$ cat src/design/c3z_pkg.sv
`timescale 1ns / 1ps
// shared types and constants of the 3x3 zero-padded convolution
// no dependencies
package c3z_pkg;

   localparam int PIX_BITS       = 8;
   localparam int NB_TAPS        = 9;
   localparam int FW_BITS        = 11;
   localparam int FH_BITS        = 13;
   localparam int ROW_BITS       = 13;
   localparam int COEF_SLOT      = 16;
   localparam int CSR_INDEX_BITS = 3;
   localparam int CSR_DATA_BITS  = 48;

   localparam logic [FH_BITS-1:0]       MAX_HEIGHT   = 13'd4096;
   localparam logic [FW_BITS-1:0]       WIDTH_RESET  = 11'd1024;
   localparam logic [FH_BITS-1:0]       HEIGHT_RESET = 13'd1024;
   localparam logic [CSR_DATA_BITS-1:0] COEF_TOP_RESET    = 48'h0400_0800_0400;
   localparam logic [CSR_DATA_BITS-1:0] COEF_MIDDLE_RESET = 48'h0800_1000_0800;
   localparam logic [CSR_DATA_BITS-1:0] COEF_BOTTOM_RESET = 48'h0400_0800_0400;

   typedef enum logic [CSR_INDEX_BITS-1:0] {
      CSR_FRAME_WIDTH,
      CSR_FRAME_HEIGHT,
      CSR_COEF_TOP,
      CSR_COEF_MIDDLE,
      CSR_COEF_BOTTOM
   } csr_index_type;

   typedef logic [PIX_BITS-1:0] pix_type;
   typedef pix_type [NB_TAPS-1:0] nbhd_type;

   typedef struct packed {
      logic valid;
      logic last;
   } tok_ctrl_type;

endpackage

$ cat src/design/c3z_mac_cell.sv
`timescale 1ns / 1ps
// one multiply-accumulate stage of the tap chain, consumes the lowest pixel of the token
// depends on c3z_pkg
module c3z_mac_cell #(
   parameter int COEF_BITS = 16,
   parameter int ACC_W     = 29
) (
   input  logic                          clock,
   input  logic                          reset,
   input  c3z_pkg::tok_ctrl_type         in_ctrl,
   input  c3z_pkg::nbhd_type             in_pix,
   input  logic signed [ACC_W-1:0]       in_acc,
   output logic                          in_ready,
   input  logic signed [COEF_BITS-1:0]   coef,
   output c3z_pkg::tok_ctrl_type         out_ctrl,
   output c3z_pkg::nbhd_type             out_pix,
   output logic signed [ACC_W-1:0]       out_acc,
   input  logic                          out_ready
);

   c3z_pkg::tok_ctrl_type    ctrl_ff, ctrl_in;
   c3z_pkg::nbhd_type        pix_ff, pix_in;
   logic signed [ACC_W-1:0]  acc_ff, acc_in;
   logic signed [COEF_BITS+8:0] prod;
   logic                     load;

   assign prod     = $signed({1'b0, in_pix[0]}) * coef;
   assign in_ready = !ctrl_ff.valid || out_ready;
   assign load     = in_ctrl.valid && in_ready;

   always_comb begin
      ctrl_in.valid = in_ready ? in_ctrl.valid : ctrl_ff.valid;
      ctrl_in.last  = load ? in_ctrl.last : ctrl_ff.last;
      acc_in        = load ? (in_acc + ACC_W'(prod)) : acc_ff;
      pix_in        = load ? {c3z_pkg::PIX_BITS'(0), in_pix[c3z_pkg::NB_TAPS-1:1]} : pix_ff;
   end

   always_ff @(posedge clock) begin
      acc_ff <= acc_in;
      pix_ff <= pix_in;
   end

   always_ff @(posedge clock) begin
      if (reset) begin
         ctrl_ff <= '0;
      end else begin
         ctrl_ff <= ctrl_in;
      end
   end

   assign out_ctrl = ctrl_ff;
   assign out_pix  = pix_ff;
   assign out_acc  = acc_ff;

`ifndef SYNTHESIS
   a_load_valid: assert property (@(posedge clock) disable iff (reset)
      load |=> out_ctrl.valid)
      else $error("accepted token lost in tap stage");
`endif

endmodule

$ cat config.mk
export PLATFORM = sky130hd
export DESIGN_NAME = c3z_mac_cell
export DESIGN_NICKNAME = d
export VERILOG_FILES = /design/src/design/c3z_pkg.sv /design/src/design/c3z_mac_cell.sv
export SDC_FILE = /design/constraint.sdc
export NUM_CORES = 1
export LEC_CHECK = 0
export ABC_CLOCK_PERIOD_IN_PS = 5700
export BUFFER_PORTS_ARGS = -buffer_cell sky130_fd_sc_hd__buf_4
export CAP_MARGIN = 20
export CORE_ASPECT_RATIO = 0.9
export CORE_MARGIN = 2
export CORE_UTILIZATION = 30
export CTS_CLUSTER_SIZE = 25
export DETAILED_ROUTE_END_ITERATION = 12
export HOLD_SLACK_MARGIN = 0.03
export PLACE_DENSITY_LB_ADDON = 0.3
export SETUP_SLACK_MARGIN = 0.15
export SLEW_MARGIN = 25
export SYNTH_ARGS = -nofsm -noshare
export SYNTH_HDL_FRONTEND = slang
export SYNTH_SLANG_ARGS = --single-unit
$ cat constraint.sdc
create_clock -name clock -period 5.7 [get_ports clock]
set_clock_uncertainty 0.05 [all_clocks]
set_input_delay 0.57 -clock clock [delete_from_list [all_inputs] [get_ports clock]]
set_output_delay 0.57 -clock clock [all_outputs]
set_load 0.005 [all_outputs]
* Word-level counts from Yosys, hierarchy flattened
Cells that the tools add are included.
** Storage, ports and cells
- Word-level logic and storage cells :: 16
- Flip-flop bits (word level) :: 95
- Bits of input ports :: 122
- Output and inout port bits :: 104
** Operators by class
- Reductions and logical operators :: 3
- Add/subtract/negate cells :: 1
- $mul :: 1
** Operators with widths (number)
- adder 29 x 25 -> 29 bit :: 1
- multiplier 9 x 16 -> 25 bit :: 1
- logical AND 1 bit :: 1
- logical NOT 1 bit :: 1
- logical OR 1 bit :: 1

* Longest topological paths before layout
- Word-level depth :: 3
- Depth in mapped cells :: 20
- Mapped depth without buffers :: 18

* Worst setup path before layout
No wires, ideal clock.
- Kind :: in2reg
- Start point :: input coef[15]
- End point :: register acc_ff[28] (netlist: out_acc[28]), data pin
- Required time :: 5.389 ns
- Path buffers :: 2
- Setup time :: 0.261 ns
- Slack :: 0.117 ns
- Data arrival time :: 5.271 ns
- Stages :: 20
- Path through :: clkbuf_1 -> nand2_1 -> fa_1 -> inv_1 -> fa_1 -> inv_1 -> fa_1 -> inv_1 -> fa_1 -> inv_1 -> fa_1 -> inv_1 -> ha_1 -> buf_2 -> a21oi_1 -> o21ai_2 -> a221oi_2 -> o21ai_0 -> a41oi_1 -> xnor2_1
** Between the ends
- Word-level cells in the longest chain between the ends :: 2
** RTL lines
- start, declared :: line c3z_mac_cell.sv:14 : input logic signed [COEF_BITS-1:0] coef,
- multiplier 9 x 16 -> 25 bit :: line c3z_mac_cell.sv:27 : assign prod = $signed({1'b0, in_pix[0]}) * coef;
- adder 29 x 25 -> 29 bit :: line c3z_mac_cell.sv:34 : acc_in = load ? (in_acc + ACC_W'(prod)) : acc_ff;
- end signal, assigned :: line c3z_mac_cell.sv:39 : acc_ff <= acc_in;
- end, declared :: line c3z_mac_cell.sv:23 : logic signed [ACC_W-1:0] acc_ff, acc_in;
No other way between the ends.
A chain may end at the register's enable or synchronous reset.

* Worst setup path in the final report
- Start point :: input in_pix[0] in the netlist's numbering
- End point :: register acc_ff[21] (netlist: out_acc[21]), data pin
** Between the ends
- Word-level cells in the longest chain between the ends :: 2
** RTL lines
- start, declared :: line c3z_mac_cell.sv:11 : input c3z_pkg::nbhd_type in_pix,
- multiplier 9 x 16 -> 25 bit :: line c3z_mac_cell.sv:27
- adder 29 x 25 -> 29 bit :: line c3z_mac_cell.sv:34
No other way between the ends.

==> flow_summary.json <==
{
  "met3_length_um": 1700,
  "startpoint_type": "primary input",
  "irDropWorstVdd_uv": 292,
  "synth_top_area_share_pct": 31.2,
  "cts_setup_buffers": 0,
  "synth.area.top_cells": "edfxtp_1 31%, fa_1 29%, ha_1 8.7%",
  "synthSimpleGateAreaFrac_pct": 11.7,
  "yosys.area.top_type": "edfxtp_1",
  "grt_util_all_layers_pct": 14.9,
  "cp.arrival_ns": 5.23,
  "synthArstFlopShare_pct": 0,
  "syn-cell-area_sq_um": 8960,
  "cts.repair.resized": 0,
  "cts_buffer_depth": 2,
  "cts.htree.levels": 3,
  "crit_path_end_kind": "register",
  "cp_max_fo": 16,
  "cap_violations": 0,
  "crit_path_start": "in_pix[0]",
  "yosys.cell_count.top_type": "inv_1",
  "grt_max_degree": 50,
  "hold_start": "reset",
  "synthDistinctLibCells": 50,
  "reg2reg_from": "out_ctrl[1]",
  "drc": 0,
  "nets": 1361,
  "portBuffers": 217,
  "finalHoldViolations": 0,
  "io-pin-count": 226,
  "synthAdderAreaFrac_pct": 37.5,
  "finalInstanceArea_sq_um": 11400,
  "wl_per_cell_um": 15.6,
  "wirelength_met1_um": 10100,
  "postPlaceCellArea_sq_um": 11100,
  "ys_ff_latch": 95,
  "die_area_sq_um": 31300,
  "drtAntennaViolNets": 0,
  "core_area_sq_um": 29700,
  "synth_xor_area_share_pct": 2.54,
  "tns_ns": 0,
  "antenna_found_initial": 0,
  "grt_pass1_wl_um": 36000,
  "die_x_um": 186,
  "fmax_ghz": 0.192,
  "first_iter_violations": 315,
  "crit_type": "primary input to register",
  "diodes": 0,
  "leakagePower_nw": 5.56,
  "grt-ovfl-total": 0,
  "gp_congestion": 0.812,
  "drive_gt1_share_pct": 25.0,
  "drt_pass1_iterations": 4,
  "clock_sinks": 95,
  "required_ns": 5.73,
  "period_share_pct": 91.4,
  "hold_path_depth": 2,
  "worstMarginPinSlew_ns": 0.648,
  "synth_warnings": 0,
  "hold_path_class": "primary input to register",
  "clk_latency_ns": 0.33,
  "synth_compound_area_share_pct": 6.90,
  "rows": 60,
  "status": "finished, final reports clean",
  "r2r_slack_ns": 3.59,
  "fin_crit_ns": 5.21,
  "grt_pass1_vias": 6679,
  "max-slew-margin-rel_pct": 56.8,
  "cts_inserted_buffers": 9,
  "reg2reg_depth": 3,
  "synthMuxAreaShare_pct": 0.112,
  "path_clk_slew_ns": 0.07,
  "holdBufCountCts": 0,
  "die_h_um": 168,
  "rsz0062_at_grt": "false",
  "hpwl_um": 19500,
  "avgViaCountPerCell": 4.34,
  "start_util_pct": 30.2,
  "synth_common_cells": "194 x inv_1, 129 x fa_1, 93 x edfxtp_1",
  "syn_to_final_growth_pct": 27.4,
  "syn_avg_cell_area_sq_um": 10.8,
  "cts_tree": "done",
  "setup_viol": 0,
  "wl_um": 22700,
  "met2_length_um": 10700,
  "synth_edf_count": 93,
  "power_density_nw_per_um2": 647,
  "worstReg2RegEnd": "out_pix[50]",
  "synthFlopType": "edfxtp_1",
  "cts-root-buf": "clkbuf_16",
  "ys_seq_area_share_pct": 31.6,
  "synth_top_family_by_area": "adder cells",
  "crit_path_end": "out_acc[21]",
  "post_synth_inst_count": 828,
  "top_layer": "met4",
  "fillers": 2953,
  "drv_slew": 0,
  "vias": 6324
}
-- metal layers --
metal / up-vias / global-route usage, %
met1: 3057 / 20.0
li1: 3035 / -
met3: 16 / 2.53
met2: 216 / 25.3
met5: - / 0
met4: 0 / 3.15
-- per-stage QoR --
stage | hold slack [ns] | cells | total power [mW] | setup slack (ns) | util [%]
5_1_grt | 0.330 | 1456 | 8.25 | 0.223 | 38.5
6_report | 0.347 | 1456 | 7.38 | 0.493 | 38.5
4_1_cts | 0.330 | 1456 | 7.48 | 0.485 | 38.5
3_5_place_dp | 0.479 | 1440 | 6.78 | 0.106 | 37.4
3_3_place_gp | 0.479 | 1440 | 6.72 | 0.141 | 37.4
2_1_floorplan | 0.436 | 835 | 5.12 | 0.153 | -
-- registers in the layout, summed over array words and instances (netlist names) --
signal / flops
out_acc: 29
out_ctrl: 2
out_pix: 64
-- worst min-delay path by stage --
stage	slack, ns	endpoint
6_report	0.35	out_ctrl[1]
3_3_place_gp	0.48	out_ctrl[0]
3_5_place_dp	0.48	out_ctrl[1]
2_1_floorplan	0.44	out_ctrl[0]
4_1_cts	0.33	out_ctrl[1]
5_1_grt	0.33	out_pix[0]
-- power breakdown --
group,switching [mW],total [mW],internal (mW),leakage [nW]
logic,3.17,5.52,2.35,4.48
registers,0.0418,1.20,1.15,0.917
clock network,0.271,0.665,0.394,0.164
total,3.48,7.38,3.90,5.56
-- cell families after synthesis --
| logic type | Yosys count |
|---|---|
| xor gates and xnor gates | 26 |
| buffers and inverters | 220 |
| and+or+nand+nor | 207 |
| DFF | 95 |
| AOI/OAI and AO/OA | 87 |
| adders and majority gates | 191 |
| muxes | 1 |
| other | 1 |
-- placed cells by master (no fill, tap or decap), types with 9 or more instances in the layout --
master	instances
nand2_1	85
inv_1	194
buf_4	228
nor2_1	14
and2_1	70
a21oi_1	30
fa_1	129
o21ai_0	13
edfxtp_1	93
nand3_1	9
clkbuf_16	9
ha_1	62
xnor2_1	19
-- final cells by class --
| type | count | area [sq um] | area share [%] |
|---|---|---|---|
| well taps | 403 | 504 | 4.42 |
| repair buffers | 228 | 1710 | 15.0 |
| clock inverters | 7 | 111 | 0.976 |
| clock buffers | 9 | 225 | 1.97 |
| multi-input cells | 520 | 5300 | 46.4 |
| inverters | 194 | 728 | 6.38 |
| flip-flops and latches | 95 | 2830 | 24.8 |
-- critical path, cell delays in order --
cell       delay, ns
buf_4           0.19
nand2_1         0.10
fa_1            0.54
inv_1           0.05
fa_1            0.49
fa_1            0.52
fa_1            0.50
inv_1           0.05
fa_1            0.47
inv_1           0.05
ha_1            0.40
a2111oi_4       0.40
o21ai_2         0.15
a21oi_2         0.22
o21ai_2         0.09
a311oi_2        0.30
xnor2_1         0.13
Note: power is estimated with default switching activity, not from simulation.
